$ cat src/sv/apik_pkg.sv
// Shared constants, types and the arctangent table for the arm position
// inverse kinematics block. No dependencies.
package apik_pkg;

   localparam int IN_W          = 17;
   localparam int CORDIC_STAGES = 16;
   localparam int ATAN_LEN      = 24;
   localparam int CORDIC_N      = (CORDIC_STAGES < ATAN_LEN) ? CORDIC_STAGES : ATAN_LEN;
   localparam int CORDIC_LAT    = CORDIC_N + 3;

   localparam int ANG_W    = 29;
   localparam int VEC_W    = 26;
   localparam int NORM_MSB = 40;
   localparam int XY_W     = 44;
   localparam int SHIFT_W  = 6;

   localparam int SQ_IN_W   = 50;
   localparam int SQ_OUT_W  = 25;
   localparam int SQ_REM_W  = 26;
   localparam int SQ_STAGES = SQ_OUT_W;

   localparam int Z_OFFSET  = 2656;
   localparam int WR_OFFSET = 450560;
   localparam int LEN_ONE   = 4096;

   localparam logic [50:0] REACH2 = 51'(64'd160000 << 24);

   localparam logic signed [ANG_W-1:0] DEG90      = 29'sd94371840;
   localparam logic signed [ANG_W-1:0] DEG180     = 29'sd188743680;
   localparam logic signed [ANG_W-1:0] ELBOW_BETA = 29'sd77321780;

   localparam logic signed [ANG_W-1:0] ATAN_TAB [ATAN_LEN] = '{
      29'sd47185920, 29'sd27855475, 29'sd14718068, 29'sd7471121,
      29'sd3750058,  29'sd1876857,  29'sd938658,   29'sd469357,
      29'sd234682,   29'sd117342,   29'sd58671,    29'sd29335,
      29'sd14668,    29'sd7334,     29'sd3667,     29'sd1833,
      29'sd917,      29'sd458,      29'sd229,      29'sd115,
      29'sd57,       29'sd29,       29'sd14,       29'sd7
   };

   typedef struct packed {
      logic neg_x;
      logic neg_y;
   } quad_type;

endpackage

$ cat src/sv/apik_isqrt.sv
// Pipelined integer square root, two radicand bits per stage.
// Depends on apik_pkg.
module apik_isqrt (
   input  logic                           clock,
   input  logic [apik_pkg::SQ_IN_W-1:0]   radicand,
   output logic [apik_pkg::SQ_OUT_W-1:0]  root
);
   localparam int N  = apik_pkg::SQ_STAGES;
   localparam int IW = apik_pkg::SQ_IN_W;
   localparam int OW = apik_pkg::SQ_OUT_W;
   localparam int RW = apik_pkg::SQ_REM_W;

   logic [IW-1:0] val_ff  [N];
   logic [OW-1:0] root_ff [N];
   logic [RW-1:0] rem_ff  [N];

   for (genvar k = 0; k < N; k++) begin : g_stage
      logic [IW-1:0]   val_prev;
      logic [OW-1:0]   root_prev;
      logic [RW-1:0]   rem_prev;
      logic [RW+1:0]   cur;
      logic [RW+1:0]   trial;
      logic            ge;
      if (k == 0) begin : g_first
         assign val_prev  = radicand;
         assign root_prev = '0;
         assign rem_prev  = '0;
      end else begin : g_next
         assign val_prev  = val_ff[k-1];
         assign root_prev = root_ff[k-1];
         assign rem_prev  = rem_ff[k-1];
      end
      assign cur   = {rem_prev, val_prev[IW-1 -: 2]};
      assign trial = (RW+2)'({root_prev, 2'b01});
      assign ge    = (cur >= trial);
      always_ff @(posedge clock) begin
         val_ff[k]  <= {val_prev[IW-3:0], 2'b00};
         root_ff[k] <= {root_prev[OW-2:0], ge};
         rem_ff[k]  <= ge ? RW'(cur - trial) : RW'(cur);
      end
   end

   assign root = root_ff[N-1];

endmodule

$ cat config.mk
export PLATFORM = sky130hd
export DESIGN_NAME = apik_isqrt
export DESIGN_NICKNAME = d
export VERILOG_FILES = /design/src/sv/apik_pkg.sv /design/src/sv/apik_isqrt.sv
export SDC_FILE = /design/constraint.sdc
export NUM_CORES = 2
export LEC_CHECK = 0
export ABC_AREA = 0
export BUFFER_PORTS_ARGS = -buffer_cell sky130_fd_sc_hd__buf_2
export CORE_ASPECT_RATIO = 1.75
export CORE_MARGIN = 2
export CORE_UTILIZATION = 40
export CTS_BUF_LIST = sky130_fd_sc_hd__clkbuf_4
export DETAILED_ROUTE_END_ITERATION = 6
export PLACE_DENSITY_LB_ADDON = 0.08
export SYNTH_ARGS = -nofsm -noshare
export SYNTH_HDL_FRONTEND = slang
export SYNTH_SLANG_ARGS = --single-unit
$ cat constraint.sdc
create_clock -name clock -period 4.08 [get_ports clock]
set_input_delay 0.408 -clock clock [delete_from_list [all_inputs] [get_ports clock]]
set_output_delay 0.408 -clock clock [all_outputs]
set_load 0.02 [all_outputs]
==> results.py <==
metrics = {
    "finish": {
        "layoutNonFillerInstCount": 8041,
        "drive_gt1_share_pct": 11.9,
        "finalNetCount": 6393,
        "final.fill_count": 13400,
        "layout.cell_area.non_filler_um2": 63600,
        "finish.utilization_pct": 46.2,
        "syn2layout_area_growth_pct": 14.4,
    },
    "place": {
        "place.detailed.hpwl_mm": 105,
        "dp_cells": 7342,
        "post_dp_cell_area_um2": 58200,
        "port_buffers": 75,
        "place_worst_setup_slack_ps": 545,
        "gp_congestion": 0.902,
    },
    "logic_synthesis": {
        "top_cell_type_by_total_area_after_synthesis": "dfxtp_1",
        "synth-edff-count": 0,
        "synth_sequential_area_ratio_pct": 54.6,
        "syn_nets": 5891,
        "synthFlopType": "dfxtp_1",
        "synth_async_sr_flop_share_pct": 0,
        "synth_cells": 5488,
        "synth.cell_area_um2": 55500,
        "synth.lib_cells_used.distinct": 90,
        "yosys-top-cells-area": "dfxtp_1 55%, ha_1 7.9%, xor2_1 3.7%",
        "synth-seq-cells": 1514,
        "avgSynthCellArea_um2": 10.1,
        "yosysTopAreaCellShare_pct": 54.6,
        "synthesis.yosys.warnings": 0,
    },
    "setup_path": {
        "arrival_ps": 4710,
        "worst_setup_ep_type": "register",
        "timing.rr.start": "root_ff[4][76]",
        "timing.critical_path.mode_cell": "o21ai_0",
        "critical_path.slowest_cell": "o21ai_0",
        "startpoint_type": "register",
        "critical_path_peak_fanout": 4,
        "crit_path_start": "root_ff[4][76]",
        "timing.critical_path.required_ps": 5240,
        "worstSetupPathType": "reg -> reg",
        "critical_path_s_largest_stage_delay_ps": 740,
        "path_cells": "inv_1 > ha_1 > or3_1 > o22ai_1 > o21ai_0 > o21ai_0 > o21ai_0 > a41o_1 > nor4_1 > xor2_1",
    },
    "global_routing": {
        "grt_first_pass_wirelength_mm": 211,
        "grt_overflow_total": 0,
        "antenna_found_initial": 2,
        "grt_max_degree": 47,
        "globalRouteTotalUtil_pct": 19.0,
        "grt_pass1_vias": 41600,
    },
    "die": {
        "num_rows": 180,
        "die_area_um2": 142000,
        "floorplan.initialDensity_pct": 40.4,
        "die_h_um": 497,
        "die_w_um": 286,
        "core_um2": 138000,
        "num_io_pins": 76,
    },
    "clocking": {
        "clock_path_buffers": 4,
        "tritoncts_clock_tree": "yes",
        "worst_skew_pair.late_latency_ps": 1250,
        "clock-sinks": 1514,
        "cts-buffers-inserted": 365,
        "cts-htree-levels": 5,
        "cts.clk_slew.worst_paths_ps": 70,
        "cts-root-buf": "clkbuf_4",
    },
    "route": {
        "dr_total_vias": 39700,
        "post-route-drc-count": 1,
        "drt_wirelength_mm": 136,
        "drt-initial-drc-count": 1339,
        "antenna_left": 0,
        "post_drt_via_cell_ratio": 4.93,
        "first_pass_iters": 7,
        "routedWlPerCell_um": 16.9,
    },
    "sta": {
        "fmaxAchievable_mhz": 282,
        "max_slew_margin_pct": 34.8,
        "post-route-min-period_ps": 3550,
        "final.setup_skew_ps": 123,
        "finalCritPeriodShare_pct": 87.0,
        "slew_viol_final": 0,
        "worst_setup_slack_final_ps": 528,
        "report.final.setup_viol": 0,
        "timing_worst_slew_pin_value_ps": 974,
        "timing.setup.tns_ps": 0,
        "grt_setup_unrepaired": "no",
        "report.final.hold_viol_count": 0,
    },
    "run": {
        "max_cap_viol": 0,
    },
    "power_and_ir_drop": {
        "irDropWorstVdd_v": 0.000303,
        "leakage_uw": 0.0299,
        "power-per-cell-area_nw_per_um2": 604,
    },
    "status": {
        "run_status": "finished, violations left",
        "failed_checks": "design-rule violations",
    },
    "hold_path": {
        "type_of_the_tightest_min_delay_check": "reg -> reg",
        "worstHoldStart": "val_ff[0][20]",
    },
}
## flip-flops by register name (all words and copies together) (netlist names)
name,flops
rem_ff,589
root_ff,325
val_ff,600
## placed cells by master, fill, tap and decap left out, drive strengths merged, types with 73 or more instances in the layout
master / n
dfxtp: 1514
clkbuf: 514
inv: 456
nand2: 407
ha: 352
nor2: 325
o21ai: 318
a21oi: 311
xor2: 232
xnor2: 219
nor3: 162
a21o: 126
buf: 125
dlygate4sd3: 101
o21a: 84
nand3: 81
clkinv: 73
## stage by stage
step	hold WS, ps	total power, uW
floorplan	310	24500
global placement	310	27000
detailed placement	312	27100
CTS	105	39100
global route	165	40900
finish	260	38400
## cell usage after synthesis (7+ instances only)
master and count:
nand3b_1 15, o31ai_1 46, o41ai_1 15, or2_2 24, nor2_1 325, ha_1 352, nand4b_1 8, or3_1 66
o31a_1 14, nor4_1 66, and3_1 31, a31oi_1 21, a21boi_0 14, a2111oi_0 14, nand3_1 80, nand2b_1 63
and4_1 11, xor2_1 232, nor3_1 160, a221oi_1 7, a21o_1 126, a211oi_1 34, o21ai_0 316, clkbuf_1 61
nand4_1 48, buf_2 16, buf_1 8, mux2i_1 10, inv_1 450, o21bai_1 20, and2_1 18, o211ai_1 24
nor3b_1 11, nor2b_1 51, o21a_1 84, nor4b_1 7, o2111ai_1 10, nand2_1 407, dfxtp_1 1514, a211o_1 9
xnor2_1 219, or4_1 30, a21oi_1 311, a31o_2 8, mux2_2 25
## logic make-up after synthesis
family | after synthesis | share of synthesized area [%]
xor gates and xnor gates | 451 | 7.11
AOI/OAI and AO/OA | 1155 | 13.3
adders and majority gates | 352 | 7.93
DFF | 1514 | 54.6
and+or+nand+nor | 1432 | 12.6
muxes | 35 | 0.687
buffers and inverters | 548 | 3.78
other | 1 | 0.00675
## final timing paths
kind	slack, ps	end	cells past startpoint
setup reg to reg	530	rem_ff[2][127]	10
hold reg to reg	260	val_ff[0][70]	0
setup / recovery	530	rem_ff[2][127]	10
hold / removal	260	val_ff[0][70]	0
## layout make-up
cell class	instances	area, um2	share of cell area, %
Antenna cell	5	12.5	0.0197
Clock buffer	514	3860	6.07
Clock inverter	79	428	0.673
Inverter	457	1720	2.70
Multi-Input combinational cell	3426	23200	36.4
Sequential cell	1514	30300	47.7
Tap cell	1820	2280	3.58
Timing Repair Buffer	226	1800	2.83
## critical path, delay by kind of cell (launching register included)
family	cells	cell delay, ps
compound gates	5	2090
fa+ha+maj	1	230
flops	1	320
buf+inv	1	50
simple gates	2	600
xor+xnor	1	180
## timing repair
item                      4_1_cts  5_1_grt
hold endpoints to repair       51        0
resized for setup               0        0
hold buffers                  101        0
buffers inserted                0        0
## per-layer routing
metal,global-route usage [%],wire (um),vias up
met2,39.5,79300,846
met1,14.1,40600,18300
met4,15.7,11500,0
li1,-,-,20100
met3,3.84,4460,482
met5,0,0,-
## report_power, final
part / total [uW] / switching [uW] / internal [uW]
combinational: 7550 / 4270 / 3280
clock: 11600 / 5620 / 6000
sequential: 19200 / 1870 / 17400
total: 38400 / 11800 / 26600
Note: power is estimated with default switching activity, not from simulation.
